===== src/rtl/jet_pkg.sv =====
// Shared types, constants and helpers for the Julia escape-time pipeline.
// Depends on nothing; every other file of the block imports it.
package jet_pkg;

	// Field widths fixed by the pixel and result formats.
	localparam int unsigned COORD_W = 10;
	localparam int unsigned COUNT_W = 7;
	localparam int unsigned VAL_W   = 32;
	localparam int unsigned STEP_W  = 31;
	localparam int unsigned INDEX_W = 3;

	// Iteration limit and nominal image size.
	localparam int unsigned ITER_LIMIT   = 64;
	localparam int unsigned IMAGE_WIDTH  = 1024;
	localparam int unsigned IMAGE_HEIGHT = 1024;

	// Q4.28 format and the escape radius squared, |z|^2 >= 4, in Q8.56.
	localparam int unsigned FRAC_BITS  = 28;
	localparam logic [63:0] ESCAPE_SQ  = 64'd4 << (2 * FRAC_BITS);

	// Signed width of 2*pixel - extent, enough for image sizes up to 4096.
	localparam int unsigned PIX_W  = 14;
	localparam int unsigned PROD_W = PIX_W + VAL_W;

	// Register stages: two in the start-point mapper, three per iteration.
	localparam int unsigned MAP_STAGES  = 2;
	localparam int unsigned ITER_STAGES = 3;
	localparam int unsigned PIPE_DEPTH  = MAP_STAGES + ITER_STAGES * ITER_LIMIT;

	// Configuration register indexes.
	localparam logic [INDEX_W-1:0] REG_CENTER_RE = 3'd0;
	localparam logic [INDEX_W-1:0] REG_CENTER_IM = 3'd1;
	localparam logic [INDEX_W-1:0] REG_STEP      = 3'd2;
	localparam logic [INDEX_W-1:0] REG_CONST_RE  = 3'd3;
	localparam logic [INDEX_W-1:0] REG_CONST_IM  = 3'd4;

	localparam logic [STEP_W-1:0] STEP_RESET = 31'd2097152;

	typedef struct packed {
		logic signed [VAL_W-1:0]  center_re;
		logic signed [VAL_W-1:0]  center_im;
		logic        [STEP_W-1:0] step;
		logic signed [VAL_W-1:0]  const_re;
		logic signed [VAL_W-1:0]  const_im;
	} jet_cfg_t;

	// One pixel in flight: current z, running count, and whether it is finished.
	typedef struct packed {
		logic signed [VAL_W-1:0]   zr;
		logic signed [VAL_W-1:0]   zi;
		logic        [COUNT_W-1:0] cnt;
		logic                      done;
	} jet_item_t;

	// Clamp a wide signed value to the signed 32-bit range.
	function automatic logic signed [VAL_W-1:0] sat32(input logic signed [47:0] v);
		logic signed [47:0] hi;
		logic signed [47:0] lo;
		hi = 48'sd2147483647;
		lo = -48'sd2147483648;
		if (v > hi) begin
			return hi[VAL_W-1:0];
		end else if (v < lo) begin
			return lo[VAL_W-1:0];
		end else begin
			return v[VAL_W-1:0];
		end
	endfunction

endpackage


===== src/rtl/jet_map.sv =====
// Start-point mapper: turns a pixel index into the Q4.28 starting z in two stages.
// Depends on jet_pkg.
module jet_map import jet_pkg::*; (
	input  logic               clk,
	input  logic               arst_n,
	input  logic               en,
	input  jet_cfg_t           regs,
	input  logic               in_valid,
	input  logic [COORD_W-1:0] column,
	input  logic [COORD_W-1:0] row,
	input  logic [COUNT_W-1:0] start_count,
	output logic               out_valid,
	output jet_item_t          out_item
);

	logic signed [PIX_W-1:0]  dx;
	logic signed [PIX_W-1:0]  dy;
	logic signed [PROD_W-1:0] prod_re_s1;
	logic signed [PROD_W-1:0] prod_im_s1;
	logic        [COUNT_W-1:0] cnt_s1;
	logic                      valid_s1;
	logic signed [47:0]        sum_re;
	logic signed [47:0]        sum_im;
	jet_item_t                 item_s2;
	logic                      valid_s2;

	// 2*pixel - extent, so that the half-pixel offset stays exact.
	assign dx = PIX_W'({column, 1'b0}) - PIX_W'(IMAGE_WIDTH);
	assign dy = PIX_W'({row, 1'b0}) - PIX_W'(IMAGE_HEIGHT);

	// Stage 1: scale by the step.
	always_ff @(posedge clk) begin
		if (en) begin
			prod_re_s1 <= dx * $signed({1'b0, regs.step});
			prod_im_s1 <= dy * $signed({1'b0, regs.step});
			cnt_s1     <= start_count;
		end
	end

	// Stage 2: add twice the center, halve with floor, saturate.
	assign sum_re = {{(48 - PROD_W){prod_re_s1[PROD_W-1]}}, prod_re_s1}
		+ {{(47 - VAL_W){regs.center_re[VAL_W-1]}}, regs.center_re, 1'b0};
	assign sum_im = {{(48 - PROD_W){prod_im_s1[PROD_W-1]}}, prod_im_s1}
		+ {{(47 - VAL_W){regs.center_im[VAL_W-1]}}, regs.center_im, 1'b0};

	always_ff @(posedge clk) begin
		if (en) begin
			item_s2.zr   <= sat32(sum_re >>> 1);
			item_s2.zi   <= sat32(sum_im >>> 1);
			item_s2.cnt  <= cnt_s1;
			item_s2.done <= 1'b0;
		end
	end

	always_ff @(posedge clk or negedge arst_n) begin
		if (!arst_n) begin
			valid_s1 <= 1'b0;
			valid_s2 <= 1'b0;
		end else if (en) begin
			valid_s1 <= in_valid;
			valid_s2 <= valid_s1;
		end
	end

	assign out_valid = valid_s2;
	assign out_item  = item_s2;

endmodule


===== config.mk =====
export PLATFORM = sky130hd
export DESIGN_NAME = jet_map
export DESIGN_NICKNAME = d
export VERILOG_FILES = /design/src/rtl/jet_pkg.sv /design/src/rtl/jet_map.sv
export SDC_FILE = /design/constraint.sdc
export NUM_CORES = 2
export LEC_CHECK = 0
export ABC_AREA = 1
export BUFFER_PORTS_ARGS = -buffer_cell sky130_fd_sc_hd__buf_2
export CAP_MARGIN = 10
export CORE_MARGIN = 4
export CORE_UTILIZATION = 32
export CTS_CLUSTER_DIAMETER = 60
export DETAILED_ROUTE_END_ITERATION = 8
export SLEW_MARGIN = 10
export SYNTH_ARGS = -nofsm -noshare
export SYNTH_HDL_FRONTEND = slang
export SYNTH_SLANG_ARGS = --single-unit

===== constraint.sdc =====
create_clock -name clk -period 4.7 [get_ports clk]
set_input_delay 0.235 -clock clk [delete_from_list [all_inputs] [get_ports clk]]
set_output_delay 0.235 -clock clk [all_outputs]
set_load 0.05 [all_outputs]

==> impl_metrics.json <==
{
  "ys_ff_latch": 166,
  "setup_violations": 1,
  "end_kind": "flip-flop",
  "cts-root-buf": "clkbuf_16",
  "cts_tree": "built",
  "syn_area_um2": 35700,
  "async_flop_share_pct": 1.20,
  "fin_skew_ns": 0.0120,
  "period_needed_ns": 4.70,
  "hp-class": "in -> reg",
  "grt_first_pass_wirelength_mm": 169,
  "wl_per_cell_um": 16.3,
  "syn2layout_area_growth_pct": 25.8,
  "io_pins": 263,
  "cts_buffer_depth": 2,
  "clock-sinks": 166,
  "dpl_cell_area_um2": 42000,
  "use_met2_pct": 32.1,
  "portBuffers": 197,
  "clk_latency_ns": 0.50,
  "core_area_um2": 111000,
  "dp_hpwl_mm": 90.7,
  "top_usage_layer": "met2",
  "tightest_slew_ns": 0.856,
  "drv_cap": 0,
  "status": "complete, but fails checks",
  "fmax_mhz": 213,
  "finalMaxSlewViolations": 0,
  "die_h_um": 342,
  "drt_iter0_markers": 2000,
  "drive_above_1_share_pct": 20.6,
  "drcViolationCount": 0,
  "synth_area_per_cell_um2": 7.57,
  "drt_pass1_iterations": 5,
  "grt_setup_unrepaired": "true",
  "synth-edff-count": 164,
  "period_share_pct": 100,
  "yosysWarnings": 0,
  "use_met1_pct": 23.7,
  "grt_pass1_vias": 31900,
  "failed_checks": "negative setup slack",
  "reg2regPathDepth": 14,
  "path_class": "in -> reg",
  "dieArea_um2": 117000,
  "clk_pin_slew_ns": 0.08,
  "holdPathStages": 4,
  "grt_use_total_pct": 18.2,
  "synthCells": 4718,
  "crit_required_ns": 4.95,
  "final_area_um2": 44900,
  "hold_viol": 0,
  "ys_seq_area_share_pct": 13.9,
  "grt_max_degree": 86,
  "slew_headroom_pct": 42.9,
  "cts_made_buffers": 17,
  "grt_antenna_before_repair": 4,
  "start_util_pct": 32.2,
  "final_common_cell": "nand2_1",
  "final_nets": 6367,
  "layout_common_cells": "nand2_1, inv_1, fa_1",
  "place_congestion": 0.977,
  "vias": 31200,
  "postRouteAntennaNets": 0,
  "crit_arrival_ns": 4.95,
  "synthesis.nets": 5800,
  "wl_mm": 110,
  "htreeDepth": 4,
  "rows": 122,
  "ys_types": 49,
  "dieWidth_um": 342,
  "path_max_fanout": 9,
  "met3_usage_pct": 2.25,
  "startpoint_type": "primary input",
  "fin_ws_ns": -0.000455,
  "synth-main-ff-cell": "edfxtp_1",
  "vias_per_cell": 4.60,
  "overflow": 0
}
[sequential cells by signal, summed over array words and instances, names as in the netlist]
name	cells
valid_s1	1
cnt_s1	7
prod_re_s1	43
prod_im_s1	43
out_valid	1
out_item	71
[cells in the mapped netlist, drive strengths merged (2+ instances only)]
library cell	number	area share [%]
o2111ai	2	0.049
edfxtp	164	14
nand4	23	0.42
inv	1160	12
fa	524	29
o21a	9	0.19
a31oi	17	0.30
nand3b	3	0.13
a221oi	2	0.049
and2	4	0.070
o211ai	6	0.13
xnor2	48	1.2
a21boi	9	0.19
a21oi	194	2.7
buf	15	0.46
a21o	11	0.23
nand2	1370	15
ha	368	13
o21ai	79	1.1
nand3	95	1.5
nor4	6	0.11
xor2	82	2.0
dfrtp	2	0.14
o221ai	3	0.074
clkbuf	128	1.3
or2	4	0.070
o21bai	27	0.57
nor3	14	0.22
clkinv	3	0.032
nor2	343	3.7
[metrics by stage]
stage               hold WS (ns)  util (%)  setup TNS (ns)  worst slack [ns]  std cells
finish                     0.132      40.6       -0.000455         -0.000455       6789
global route               0.138      40.5           -1.39            -0.147       6786
CTS                       0.0924      38.7         -0.0152           -0.0134       6735
detailed placement        0.0217      37.9          -36.06            -0.843       6688
global placement          0.0193      37.9          -34.24            -0.785       6688
floorplan                -0.0606         -         -0.0162           -0.0162       4718
[cells by family (layout without fill, tap and decap cells)]
logic type,count (synthesis),after routing,synth area share (%)
xor gates and xnor gates,130,130,3.19
DFF,166,166,13.9
and+or+nand+nor,1864,1864,21.0
other,1,4,0.0105
AOI/OAI and AO/OA,359,359,5.59
buffers and inverters,1306,1886,14.0
adders and majority gates,892,892,42.2
[routing by layer]
metal	up-vias	routed length [um]
li1	15200	-
met1	15100	47000
met2	795	54700
met3	144	5960
met4	2	2680
met5	-	13
[final cells by class]
type | instances | area, um2
fillers | 11200 | 65900
multi-input cells | 3246 | 27300
repair buffers | 691 | 5870
flip-flops and latches | 166 | 4970
inverters | 1163 | 4370
well taps | 1488 | 1860
clock buffers | 18 | 429
clock inverters | 14 | 144
diodes | 3 | 7.51
[worst max-delay path, stage by stage]
cell and delay, ns:
buf_6 0.15, buf_12 0.17, nor2_2 0.06, fa_1 0.52, fa_1 0.62, fa_1 0.45
fa_1 0.52, inv_1 0.05, fa_1 0.48, inv_1 0.06, ha_4 0.23, a21o_4 0.22
a31oi_4 0.14, o21ai_1 0.08, buf_4 0.13, nand2_1 0.06, nand3_2 0.11, a21o_4 0.25
and2_4 0.16, o21bai_1 0.14, nand2_1 0.06
[path summary, 6_finish.rpt]
kind                                          start                         end  slack (ns)
setup / recovery                             row[9]    prod_im_s1[37]$_DFFE_PP_     -0.0005
hold / removal                            regs[127]  out_item[40]$_SDFFCE_PN1P_        0.13
setup reg to reg           prod_im_s1[35]$_DFFE_PP_  out_item[31]$_SDFFCE_PN1P_        1.43
hold reg to reg                 cnt_s1[2]$_DFFE_PP_       out_item[3]$_DFFE_PP_        0.42
max in group asynchronous                    arst_n        valid_s1$_DFFE_PN0P_        4.00
min in group asynchronous                    arst_n       out_valid$_DFFE_PN0P_        0.58
[repair_timing]
item / 4_1_cts / 5_1_grt
cloned: 1 / 16
buffers inserted: 4 / 35
hold endpoints to repair: 10 / 0
hold buffers: 10 / 0
resized for setup: 51 / 385
pin swaps: 13 / 146
endpoints found under the setup margin: 40 / 47
Power is left out: the tool's default activity adds up to more than one toggle a clock period on the data nets, which glitch-free logic cannot reach.
