## config.mk

```make
export PLATFORM = sky130hd
export DESIGN_NAME = jet_cfg_flat
export DESIGN_NICKNAME = d
export VERILOG_FILES = /design/src/rtl/jet_pkg.sv /design/src/rtl/jet_cfg_if.sv /design/src/rtl/jet_cfg.sv /design/src/flat_wrapper.sv
export SDC_FILE = /design/constraint.sdc
export NUM_CORES = 1
export LEC_CHECK = 0
export ABC_CLOCK_PERIOD_IN_PS = 900
export BUFFER_PORTS_ARGS = -buffer_cell sky130_fd_sc_hd__buf_4
export CAP_MARGIN = 5
export CELL_PAD_IN_SITES_DETAIL_PLACEMENT = 1
export CELL_PAD_IN_SITES_GLOBAL_PLACEMENT = 1
export CORE_MARGIN = 4
export CORE_UTILIZATION = 41
export CTS_CLUSTER_DIAMETER = 100
export DETAILED_ROUTE_END_ITERATION = 12
export PLACE_DENSITY = 0.89
export SLEW_MARGIN = 25
export SYNTH_ARGS = -nofsm -noshare
export SYNTH_HDL_FRONTEND = slang
export SYNTH_SLANG_ARGS = --single-unit
```

## constraint.sdc

```tcl
create_clock -name clk -period 0.9 [get_ports clk]
set_input_delay 0.045 -clock clk [delete_from_list [all_inputs] [get_ports clk]]
set_output_delay 0.045 -clock clk [all_outputs]
set_load 0.01 [all_outputs]
```

## src/rtl/jet_pkg.sv

```systemverilog
// Shared types, constants and helpers for the Julia escape-time pipeline.
// Depends on nothing; every other file of the block imports it.
package jet_pkg;

	// Field widths fixed by the pixel and result formats.
	localparam int unsigned COORD_W = 10;
	localparam int unsigned COUNT_W = 7;
	localparam int unsigned VAL_W   = 32;
	localparam int unsigned STEP_W  = 31;
	localparam int unsigned INDEX_W = 3;

	// Iteration limit and nominal image size.
	localparam int unsigned ITER_LIMIT   = 64;
	localparam int unsigned IMAGE_WIDTH  = 1024;
	localparam int unsigned IMAGE_HEIGHT = 1024;

	// Q4.28 format and the escape radius squared, |z|^2 >= 4, in Q8.56.
	localparam int unsigned FRAC_BITS  = 28;
	localparam logic [63:0] ESCAPE_SQ  = 64'd4 << (2 * FRAC_BITS);

	// Signed width of 2*pixel - extent, enough for image sizes up to 4096.
	localparam int unsigned PIX_W  = 14;
	localparam int unsigned PROD_W = PIX_W + VAL_W;

	// Register stages: two in the start-point mapper, three per iteration.
	localparam int unsigned MAP_STAGES  = 2;
	localparam int unsigned ITER_STAGES = 3;
	localparam int unsigned PIPE_DEPTH  = MAP_STAGES + ITER_STAGES * ITER_LIMIT;

	// Configuration register indexes.
	localparam logic [INDEX_W-1:0] REG_CENTER_RE = 3'd0;
	localparam logic [INDEX_W-1:0] REG_CENTER_IM = 3'd1;
	localparam logic [INDEX_W-1:0] REG_STEP      = 3'd2;
	localparam logic [INDEX_W-1:0] REG_CONST_RE  = 3'd3;
	localparam logic [INDEX_W-1:0] REG_CONST_IM  = 3'd4;

	localparam logic [STEP_W-1:0] STEP_RESET = 31'd2097152;

	typedef struct packed {
		logic signed [VAL_W-1:0]  center_re;
		logic signed [VAL_W-1:0]  center_im;
		logic        [STEP_W-1:0] step;
		logic signed [VAL_W-1:0]  const_re;
		logic signed [VAL_W-1:0]  const_im;
	} jet_cfg_t;

	// One pixel in flight: current z, running count, and whether it is finished.
	typedef struct packed {
		logic signed [VAL_W-1:0]   zr;
		logic signed [VAL_W-1:0]   zi;
		logic        [COUNT_W-1:0] cnt;
		logic                      done;
	} jet_item_t;

	// Clamp a wide signed value to the signed 32-bit range.
	function automatic logic signed [VAL_W-1:0] sat32(input logic signed [47:0] v);
		logic signed [47:0] hi;
		logic signed [47:0] lo;
		hi = 48'sd2147483647;
		lo = -48'sd2147483648;
		if (v > hi) begin
			return hi[VAL_W-1:0];
		end else if (v < lo) begin
			return lo[VAL_W-1:0];
		end else begin
			return v[VAL_W-1:0];
		end
	endfunction

endpackage

```

## src/rtl/jet_cfg_if.sv

```systemverilog
// Configuration write channel: valid/ready handshake with register index and data.
// Depends on jet_pkg for the index and data widths.
interface jet_cfg_if import jet_pkg::*; ();
	logic               valid;
	logic               ready;
	logic [INDEX_W-1:0] index;
	logic [VAL_W-1:0]   data;

	modport source(output valid, index, data, input ready);
	modport sink(input valid, index, data, output ready);
endinterface

```

## src/rtl/jet_cfg.sv

```systemverilog
// Configuration register file for the Julia pipeline.
// Depends on jet_pkg and jet_cfg_if.
module jet_cfg import jet_pkg::*; (
	input  logic      clk,
	input  logic      arst_n,
	jet_cfg_if.sink   cfg,
	output jet_cfg_t  regs
);

	jet_cfg_t regs_q;

	// Writes are always taken; unknown indexes are dropped.
	assign cfg.ready = 1'b1;
	assign regs      = regs_q;

	always_ff @(posedge clk or negedge arst_n) begin
		if (!arst_n) begin
			regs_q.center_re <= '0;
			regs_q.center_im <= '0;
			regs_q.step      <= STEP_RESET;
			regs_q.const_re  <= '0;
			regs_q.const_im  <= '0;
		end else if (cfg.valid && cfg.ready) begin
			unique case (cfg.index)
				REG_CENTER_RE: regs_q.center_re <= cfg.data;
				REG_CENTER_IM: regs_q.center_im <= cfg.data;
				REG_STEP:      regs_q.step      <= cfg.data[STEP_W-1:0];
				REG_CONST_RE:  regs_q.const_re  <= cfg.data;
				REG_CONST_IM:  regs_q.const_im  <= cfg.data;
				default: begin
				end
			endcase
		end
	end

endmodule

```

## src/flat_wrapper.sv

```systemverilog
// flat-port wrapper written by rule: the top's interface ports become plain ports
module jet_cfg_flat import jet_pkg::*;
  (clk, arst_n, regs, cfg_valid, cfg_index, cfg_data, cfg_ready);
  jet_cfg_if cfg_i ();
  input  logic clk;
  input  logic arst_n;
  output jet_cfg_t regs;
  input wire logic [$bits(cfg_i.valid)-1:0] cfg_valid;
  input wire logic [$bits(cfg_i.index)-1:0] cfg_index;
  input wire logic [$bits(cfg_i.data)-1:0] cfg_data;
  output wire logic [$bits(cfg_i.ready)-1:0] cfg_ready;
  assign cfg_i.valid = cfg_valid;
  assign cfg_i.index = cfg_index;
  assign cfg_i.data = cfg_data;
  assign cfg_ready = cfg_i.ready;
  jet_cfg u_core (.clk(clk), .arst_n(arst_n), .cfg(cfg_i), .regs(regs));
endmodule
```

==> summary by stage, run 1 <==
Cells and area
The register with the most flip-flops in the layout has about 160 of them. In the layout the commonest cells are 222 x buf_6, 157 x dfrtp_1, 108 x mux2_4. Of the cells placed in the final design, the portion with a size suffix greater than 1 is 0.723.

For this run, the number of standard cells in the final layout without fillers is 885. The number of antenna diodes in the final layout is 0. The count of nets after finishing is 726. The library cell used most frequently in the layout, excluding fill and tap cells, is buf_6. Relative to the synthesized area, the layout overhead comes to 73.9%.

Logic synthesis
The number of nets handed over by synthesis was 380. The count of different cell masters after synthesis is 12. The post-synthesis sequential element count is between 150 and 200. The share of the Yosys chip area taken by registers is 0.646. The average cell area after synthesis is about 18 µm². The area share of the largest cell type after synthesis is 0.641. By area the synthesized netlist is led by dfrtp_1 64%, mux2_2 21%, mux2_4 9.7%.

The count of yosys warnings during synthesis is 0. Summed over all instances, the cell type with the most area after synthesis is dfrtp_1. Synthesis produced a netlist whose cell count is between 300 and 400.

After synthesis the cells add up to between 0.006 and 0.007 mm².

Timing
The routed design could run at a clock period as short as ~1.2 ns. The fmax is 0.864 GHz. The number of hold violations in the final report is 0. The final hold slack is about 0.063 ns.

The portion of the clock cycle consumed by the worst path in the final layout is 1.29. Setup violations remaining at the end of the flow were counted as approximately 260. In the post-route analysis, the smallest setup slack over all paths is -0.258 ns.

The largest clock skew in the final design is 0 ns. The final number of max-transition violations is 0. Summed over all failing endpoints, the final setup total negative slack is -22.14 ns. Setup repair after global routing could not meet its margin everywhere.

Floorplan
The starting utilization of the core area is 0.421. The core area is 0.0146 mm². The floorplan step set the die height to around 130 µm. The number of core rows is 44. The die area is 0.0171 mm². From left edge to right edge, the die measures about 130 µm.

The I/O pin total is roughly 200.

Critical path
The worst setup path is launched from a flop. The critical path goes through buf_6. By startpoint and endpoint, the worst setup path is classified as flop to output port. The largest single stage delay on the critical path is about 0.57 ns. Data on the critical path arrives at its endpoint at ~1.1 ns. The cell family contributing the most delay on the critical path is flip-flops. The number of buffers and inverters on the critical path is 1.

The highest net fanout along the worst path is 2. The critical path endpoint category is an output port. The critical path data required time is around 0.85 ns. Among all stages on the critical path, the largest delay is contributed by dfstp_2.

Global routing
For met2 alone, demand over resource in global routing was 0.533. The total track usage is 0.291. The total global routing overflow is 0. The maximum number of pins on one net before global-route repair is between 40 and 50. In the global route stage, met3 resource usage came out at 0.0894. For this run, global-route usage on met1 was measured as 0.316.

The number of antenna violations at the first check in global routing is 0. After global routing, the most crowded layer is met2. The number of global-route vias before repair is 5339. The first global-routing pass estimated around 36000 µm of wire.

Clock tree
Clock-pin slew was measured on the worst setup and hold paths at roughly 0.070 ns. Counting every sink on the clock net gives 159. The number of buffers on the longest clock path is 2. The CTS H-tree depth is 4. The root buffer selected by CTS is clkbuf_16. The number of buffers added by the clock tree synthesis step is 17. The CTS tree is yes. At the later pin of the worst-skew pair, clock insertion delay measures between 0.4 and 0.5 ns.

Detailed routing
In the routed design, unresolved DRC markers number 0. In the routed layout, each cell is associated on average with a via count of about 5.2. The first-pass iteration count of the detailed router is 4. The iteration-0 DRC count of the detailed router is about 230. After detailed routing, the average wire length per cell comes to a little over 30 µm.

Summed over all layers, the routed wires come to approximately 27000 µm. The count of antenna-violating nets left after detailed routing is 0. For this block, the via count after detailed routing is between 4000 and 5000.

Flow run
The number of maximum-capacitance constraint violations is 0.

Placement
The number of port buffers is about 200. Once detailed placement completed, the half-perimeter wirelength came to 12200 µm. Including well taps, the total number of placed cells is 721. The worst-case setup slack after placement is -0.394 ns. The weighted congestion reported at the end of routability-driven placement is roughly 0.8.

Min path
The path class of the tightest hold or removal check is primary input to asynchronous set/reset pin.

Run status
The run finished, with violations left. The final reports fail on negative setup slack.

Pwr
In this run the power density over the cells is 2620 mW/mm². The worst-case IR drop observed on VDD is around 1.8 mV. Power comes to roughly 28 mW. The analysis attributes to cell leakage a power of just over 5 nW.
==> final timing paths <==
kind                                     to             start  slack [ns]  cells past startpoint
hold reg to reg            u_core.regs[145]  u_core.regs[145]        0.55                      1
setup / recovery                   regs[85]   u_core.regs[85]       -0.26                      1
hold / removal              u_core.regs[32]            arst_n        0.06                      2
max in group asynchronous    u_core.regs[5]            arst_n        0.27                      3
setup reg to reg           u_core.regs[122]  u_core.regs[122]       -0.11                      2
min in group clk           u_core.regs[147]      cfg_index[2]        0.21                      4
==> per-stage QoR <==
stage	utilization	instance area [µm²]
floorplan	-	6400
finish	0.732	10700
CTS	0.699	10200
global route	0.732	10700
global placement	0.555	8130
detailed placement	0.555	8130
==> where the power goes <==
group          switching [mW]  leakage [nW]  internal [mW]
Combinational            3.49          2.96           6.37
Sequential               1.72          1.91           8.74
Clock                    3.22         0.289           4.54
Total                    8.43          5.15           19.7
==> cell type report <==
| cell class | instances | area (µm²) |
|---|---|---|
| Tap cell | 184 | 230 |
| Timing Repair Buffer | 345 | 3620 |
| Multi-Input combinational cell | 165 | 2270 |
| Fill cell | 1203 | 3920 |
| Clock inverter | 12 | 160 |
| Sequential cell | 159 | 3980 |
| Clock buffer | 20 | 457 |
==> metal layers <==
metal	share of wire	up-vias	routed length, µm
met1	0.37	2442	10000
li1	-	1890	-
met3	0.047	42	1290
met4	0.031	0	834
met5	0	-	0
met2	0.55	191	15100
==> logic make-up (layout without fill, tap and decap cells) <==
logic type,Yosys count,count (layout),synth area share
buffers and inverters,18,377,0.0274
flip-flops,159,159,0.646
multiplexers,159,159,0.315
other,1,1,0.000608
AND/OR/NAND/NOR,5,5,0.0114
==> worst register-to-register path, stage by stage (launching register included) <==
cell and delay, ns:
dfrtp_1 0.43, buf_4 0.17, mux2_4 0.29
==> cells in the mapped netlist, drive strengths merged <==
cell and number:
and4bb 3, nor4b 1, mux2 159, dfrtp 158
buf 18, nand4b 1, dfstp 1, conb 1
==> repair_timing <==
item,4_1_cts,5_1_grt
setup buffers,71,28
resized for setup,166,75
hold buffers,33,0
hold endpoints to repair,318,0
setup endpoints to repair,160,246
(Power assumes the default switching activity.)
==> run 2: changes to the inputs <==
- CORE_UTILIZATION: 41 -> 40
- PLACE_DENSITY: 0.89 -> 0.87
==> summary by stage, run 2 (synthesis gave the netlist of run 1 again) <==
Run status
The run finished, with violations left. The final reports fail on negative setup slack.

Floorplan
The die boundary width is roughly 130 µm. The core area is ~0.015 mm². The I/O pin total is ~200. Row generation in the floorplan step produced 45 rows. For this configuration, the core starts out at a cell density of 0.407.

The die area is 0.0175 mm². The height of the chip is 132 µm.

Timing
The final number of max-transition violations is 0. The tightest hold path in the finished design has a slack of about 0.063 ns. The portion of the clock cycle consumed by the worst path in the final layout is 1.26. On the final layout, the worst clock skew is 0 ns. The post-layout minimum cycle time is approximately 1.1 ns. The final-report setup violation count is about 240. In the post-route analysis, the smallest setup slack over all paths is -0.231 ns. Timing would allow up to 0.884 GHz. Setup repair after global routing could not meet its margin everywhere. The number of hold violations in the final report came to 0.

Detailed routing
Dividing the detail-routed wire length by the instance count gives 27.2 µm. The overall routed net length is ~24000 µm. The first-pass iteration count of the detailed router is 5.

The mean number of vias per cell is 5.01. The total DRC errors in the routed layout is 0. The detailed router finished its first iteration with 180 violations.

The via count is about 4400. The detail route stage leaves a number of antenna-violating nets equal to 0.

Pwr
The relative contribution of combinational cells to total power is 0.351. The share of total power dissipated in the clock network is 0.270. The power spent charging and discharging nets is around 8 mW. Of the total power, the share spent switching nets is 0.290. The internal portion of the total power is between 15 and 20 mW.

The cell leakage power is between 5 and 6 nW. The worst supply voltage drop on vdd is approximately 1.5 mV. The areal power density over the cells is ~2500 mW/mm².

The fraction of power consumed by sequential logic is 0.379.

Critical path
The worst setup path is launched from a flop. In this run the critical register-to-register path is launched from u_core.regs[116]. Along the worst path, the maximum fanout reaches 2. Traced cell by cell, the critical path runs through buf_6. Counting cells, the worst reg-to-reg path comes to 2. The critical path data arrival time is approximately 1.1 ns.

The worst setup path is captured at an output port. The critical path buffer and inverter count is 1. The cell family contributing the most delay on the critical path is flip-flops.

The slack of the worst reg-to-reg path is -0.11 ns. On the critical path, the stage with the largest delay is an instance of dfstp_2. In this run the number of cells on the critical path is 1. In this design, the stage delay of the slowest critical-path cell is 0.56 ns. Data on the critical path is required at its endpoint by 0.85 ns. The worst register-to-register path ends at u_core.regs[116]. The worst setup path is of the flop to output port kind.

Global routing
The total track usage is 0.264. The total global routing overflow is 0. The number of global-route vias before repair is approximately 5300.

The first global-routing pass estimated around 34000 µm of wire. Entering global routing, the biggest net connects 41 pins. The number of antenna violations at the first check in global routing is 0.

Cells and area
The library cell used most frequently in the layout, excluding fill and tap cells, is buf_6. The count of nets after finishing is about 730. The area growth from synthesis to final layout is 74.1%. The number of antenna cells inserted is 0. For this run, the number of standard cells in the final layout without fillers is roughly 890.

The flip-flop count of the largest register after layout is 159. Of the cells placed in the final design, the portion with a size suffix greater than 1 is 0.721. The top cell types in the final layout, fill and taps aside, are 224 x buf_6, 158 x dfrtp_1, 107 x mux2_4. Summing all non-filler instances in the final layout gives an area of roughly 0.011 mm².

Clock tree
The CTS tree is yes. Clock-pin slew was measured on the worst setup and hold paths at around 0.070 ns. The cell sitting at the root of the clock tree is a clkbuf_16.

The number of buffers added by the clock tree synthesis step is 17. The number of sinks on the clock net is about 160. For the worst-skew pair, the clock arrives at the later sink with an insertion delay of between 0.4 and 0.5 ns. The number of buffers on the longest clock path is 2. The CTS H-tree depth is 4.

Flow run
The number of maximum-capacitance constraint violations is 0.

Placement
Prior to clock tree synthesis, the placed netlist has a worst setup slack of -0.399 ns. After detailed placement, the design holds a cell count of between 700 and 800. Port buffering added a little under 200 buffers.

The total half-perimeter wirelength after legalization and detailed placement is around 12000 µm. The placed instances occupy a cell area of around 0.0081 mm². Routability-driven placement finished with a final weighted congestion of approximately 0.77.

Min path
The type of the most critical hold path is primary input to asynchronous set/reset pin.
-- run 2: cell count changes in the layout (fill, tap and decap cells not counted), sizes merged --
cell / delta
buf: -2
bufinv: -1
clkbuf: +1
clkinvlp: -1
inv: +2
-- run 2: routing by layer --
layer | wire (µm) | track usage
met5 | 0 | 0
met4 | 680 | 0.0823
met3 | 1240 | 0.0744
met2 | 13600 | 0.510
met1 | 8560 | 0.275
-- run 2: per-stage QoR --
stage	utilization	power, mW	TNS, ns
floorplan	-	12.4	-14.36
global placement	0.538	15.8	-44.02
detailed placement	0.538	16.1	-47.40
CTS	0.677	25.9	-16.83
global route	0.708	28.3	-25.53
finish	0.708	27.3	-18.13
-- run 2: repair_timing --
item	in CTS	in global routing
pin swaps	0	1
cloned	0	1
gates resized for setup	162	80
endpoints found under the hold margin	317	0
hold buffers	33	0
setup endpoints to repair	159	238
buffers inserted	78	21
-- run 2: worst max-delay path by stage --
stage	startpoint	endpoint
after floorplan	cfg_index[1]	u_core.regs[128]
after global placement	cfg_index[1]	u_core.regs[140]
after detailed placement	cfg_index[1]	u_core.regs[146]
after CTS	u_core.regs[85]	regs[85]
after global routing	u_core.regs[85]	regs[85]
final	u_core.regs[85]	regs[85]
-- run 2: layout make-up --
class,instances,area [µm²]
clock buffer,20,457
clock inverter,12,133
fill,1264,4420
multi-input combinational,165,2270
sequential,159,3980
tap,188,235
timing repair buffer,344,3660
-- run 2: power by group through the flow --
stage                     Clock, mW  Combinational (mW)  Sequential [mW]
after floorplan                   0                2.02             10.4
after global placement            0                6.01             9.75
after detailed placement          0                6.24             9.88
after CTS                      7.32                8.54             10.0
after global routing           7.80                10.0             10.5
final                          7.36                9.59             10.3
==> run 3: changes to the inputs <==
- ABC_AREA: unset -> 1
- BUFFER_PORTS_ARGS: -buffer_cell sky130_fd_sc_hd__buf_4 -> unset
- DONT_BUFFER_PORTS: unset -> 1
- PLACE_DENSITY: 0.87 -> 0.8
==> summary by stage, run 3 <==
Floorplan
The number of core rows is 45. The core area is 0.0153 mm². The die boundary width is 133 µm. In this run the vertical extent of the chip is ~130 µm. The starting utilization of the core area is 0.409. The I/O pin total is 198. The die area is between 0.015 and 0.02 mm².

Logic synthesis
The count of yosys warnings during synthesis is 0. The number of flops mapped to enable cells by yosys is 0. The synthesized instance count is between 700 and 800. For this run, the register share of the synthesized area comes to 0.637. In the post-synthesis netlist, the biggest area contributors are dfrtp_1 63%, nand2_1 22%, nand3_1 10%.

The post-synthesis sequential element count is 159. Of all flip-flops after synthesis, the portion carrying an async set or reset was 1.00. The dominant cell by count in the synthesized netlist is nand2_1.

Summed over all instances, the cell type with the most area after synthesis is dfrtp_1. The area share of the largest cell type after synthesis is 0.633. The commonest cells after synthesis are 358 x nand2_1, 158 x dfrtp_1, 127 x nand3_1, 25 x buf_2, 12 x clkbuf_1.

The main flop type after synthesis is dfrtp_1. The mapped cell area is between 0.006 and 0.007 mm². The number of nets produced by synthesis is between 700 and 800. Yosys mapped the design onto 14 distinct sky130hd cell types. In this run the mean area of a mapped cell was 8.91 µm².

Global routing
Entering global routing, the biggest net connects between 150 and 200 pins. For this run, the total global-route usage over all layers was measured as 0.238. For this run the aggregate overflow at the end of global routing stands at 0.

The number of global-route vias before repair is roughly 5400. The wire length of the first global-routing pass is around 32000 µm. The number of antenna violations at the first check in global routing is 0.

Critical path
The classification of the worst setup path is flop to output port. In this run the worst path has a maximum fanout of 2. For the worst setup path, the data required time is between 0.8 and 0.9 ns.

The critical path endpoint category is an output port. STA classifies the critical path startpoint as a flop. The critical path data arrival time is 0.98 ns.

Run status
The checks that failed: negative hold slack, negative setup slack. The flow ran to the end, but the final reports show violations.

Cells and area
Summing all multi-input logic gate instances after layout gives between 0.002 and 0.0025 mm². 0 antenna diodes ended up in the layout. The most common cell after layout, fill and taps aside is nand2_1. The register with the most flip-flops in the layout has roughly 160 of them. The sequential standard cell area is between 0.003 and 0.004 mm².

The library cells used most frequently in the layout, excluding fill and tap cells, are 358 x nand2_1, 149 x dfrtp_1, 127 x nand3_1. The fraction of final layout cells with drive strength greater than 1 is 0.0969. Fill cells in the final layout number about 1700. The final instance count without filler cells is roughly 950. The area growth from synthesis to layout is 22.5%. For this run, the post-layout net count is about 770.

Detailed routing
The total DRC errors in the routed layout is 0. In this run the top signal layer used is met4. The first detailed-routing pass ran for 4 iterations.

After detailed routing, the number of vias per cell comes to roughly 5.4. The detailed router finished its first iteration with around 330 violations. The final layout contains routed wiring with a total length of about 21000 µm. The wire length on met3 is roughly 1700 µm. The detailed router put a total of 8210 µm of wire on met1. After detailed routing, the met2 layer carries between 10000 and 15000 µm of wire. The count of antenna-violating nets left after detailed routing is 0. The routed layout has a little over 5000 vias. Dividing the detail-routed wire length by the instance count gives 22.0 µm.

Timing
The largest clock skew in the final design is 0 ns. The final number of max-transition violations is 0. Setup repair after global routing could not meet its margin everywhere.

The number of hold violations in the final report is about 160. Setup violations remaining at the end of the flow were counted as 13. The post-layout minimum cycle time is around 1 ns. Setup total negative slack on the finished layout was measured at -0.552 ns. The final hold slack is -0.676 ns. Based on the critical path, the design can be clocked at up to between 0.9 and 1 GHz. The worst setup margin is -0.129 ns.

The portion of the clock cycle consumed by the worst path in the final layout is 1.14.

Clock tree
The number of buffers added by the clock tree synthesis step is 17. The CTS tree is yes. Clock latency on the worst-skew pair, taken at its later pin, is about 0.41 ns.

The root buffer cell chosen for the clock tree is clkbuf_16. The number of buffers on the longest clock path is 2. The H-tree generated during clock tree synthesis spans 4 levels. In this run, post-CTS hold repair placed 34 buffers. The clock drives 159 sinks. Clock-pin slew was measured on the worst setup and hold paths at approximately 0.070 ns.

Placement
The cell total after placement is around 890. The number of port buffers is 0. The weighted congestion reported at the end of routability-driven placement is about 0.84.

After legalization and detailed placement, the total HPWL measured 13400 µm. The worst-case setup slack after placement is -0.00745 ns.

Pwr
The cell leakage power is between 4 and 5 nW. The worst-case IR drop observed on VDD is ~1.3 mV. The areal power density over the cells is 2700 mW/mm².

Min path
The type of the most critical hold path is primary input to asynchronous set/reset pin.

Flow run
Across the run, the number of max-cap violations was 0.
==> run 3: cell types whose count changed after synthesis, sizes merged <==
cell / previous run / this run
nand2: 0 / 358
mux2: 159 / 0
nand3: 0 / 127
buf: 18 / 33
clkbuf: 0 / 12
inv: 0 / 6
nor2: 0 / 5
and4bb: 3 / 0
nand4b: 1 / 0
nor4b: 1 / 0
==> run 3: stage by stage <==
step                area, µm²  utilization  power (mW)
floorplan                6250            -        11.2
global placement         6560        0.430        11.9
detailed placement       6560        0.430        12.1
CTS                      7610        0.499        20.8
global route             7650        0.501        21.7
finish                   7650        0.501        20.7
==> run 3: layout make-up <==
cell class / instances / area share
clock buffers: 20 / 0.0597
clock inverters: 12 / 0.0303
inverters: 6 / 0.00294
multi-input cells: 491 / 0.265
flip-flops and latches: 159 / 0.522
well taps: 211 / 0.0345
repair buffers: 55 / 0.0857
==> run 3: report_power, final <==
part           switching [mW]  internal, mW  total, mW  leakage [nW]
sequential               1.83          8.51       10.3          1.99
combinational            1.23         0.812       2.04          1.68
clock                    2.92          5.38       8.30         0.331
total                    5.98          14.7       20.7          4.00
==> run 3: cell families (layout without fill, tap and decap cells) <==
kind of cell	count (synthesis)	in the layout	synth area share
flops	159	159	0.637
buf+inv	51	93	0.0399
simple gates	490	490	0.322
other cells	1	1	0.000600
==> run 3: worst paths after layout <==
check                                start          endpoint  slack, ns  depth (start not counted)
min in group clk              cfg_index[0]   u_core.regs[69]      -0.01                          4
max in group asynchronous           arst_n   u_core.regs[85]       1.36                          0
min                                 arst_n  u_core.regs[126]      -0.68                          0
max reg2reg                u_core.regs[24]   u_core.regs[24]       0.14                          2
min reg2reg                u_core.regs[85]   u_core.regs[85]       0.49                          2
max                        u_core.regs[85]          regs[85]      -0.13                          0
==> run 3: routing by layer <==
layer,global-route usage,vias up
met3,0.0722,48
met5,0,-
met2,0.395,225
met4,0.105,0
li1,-,2280
met1,0.286,2612
==> run 3: what timing repair did <==
| item | 4_1_cts | 5_1_grt |
|---|---|---|
| endpoints found under the hold margin | 318 | 159 |
| buffers inserted | 1 | 0 |
| gates resized for setup | 6 | 8 |
| cloned | 0 | 1 |
| endpoints found under the setup margin | 135 | 159 |
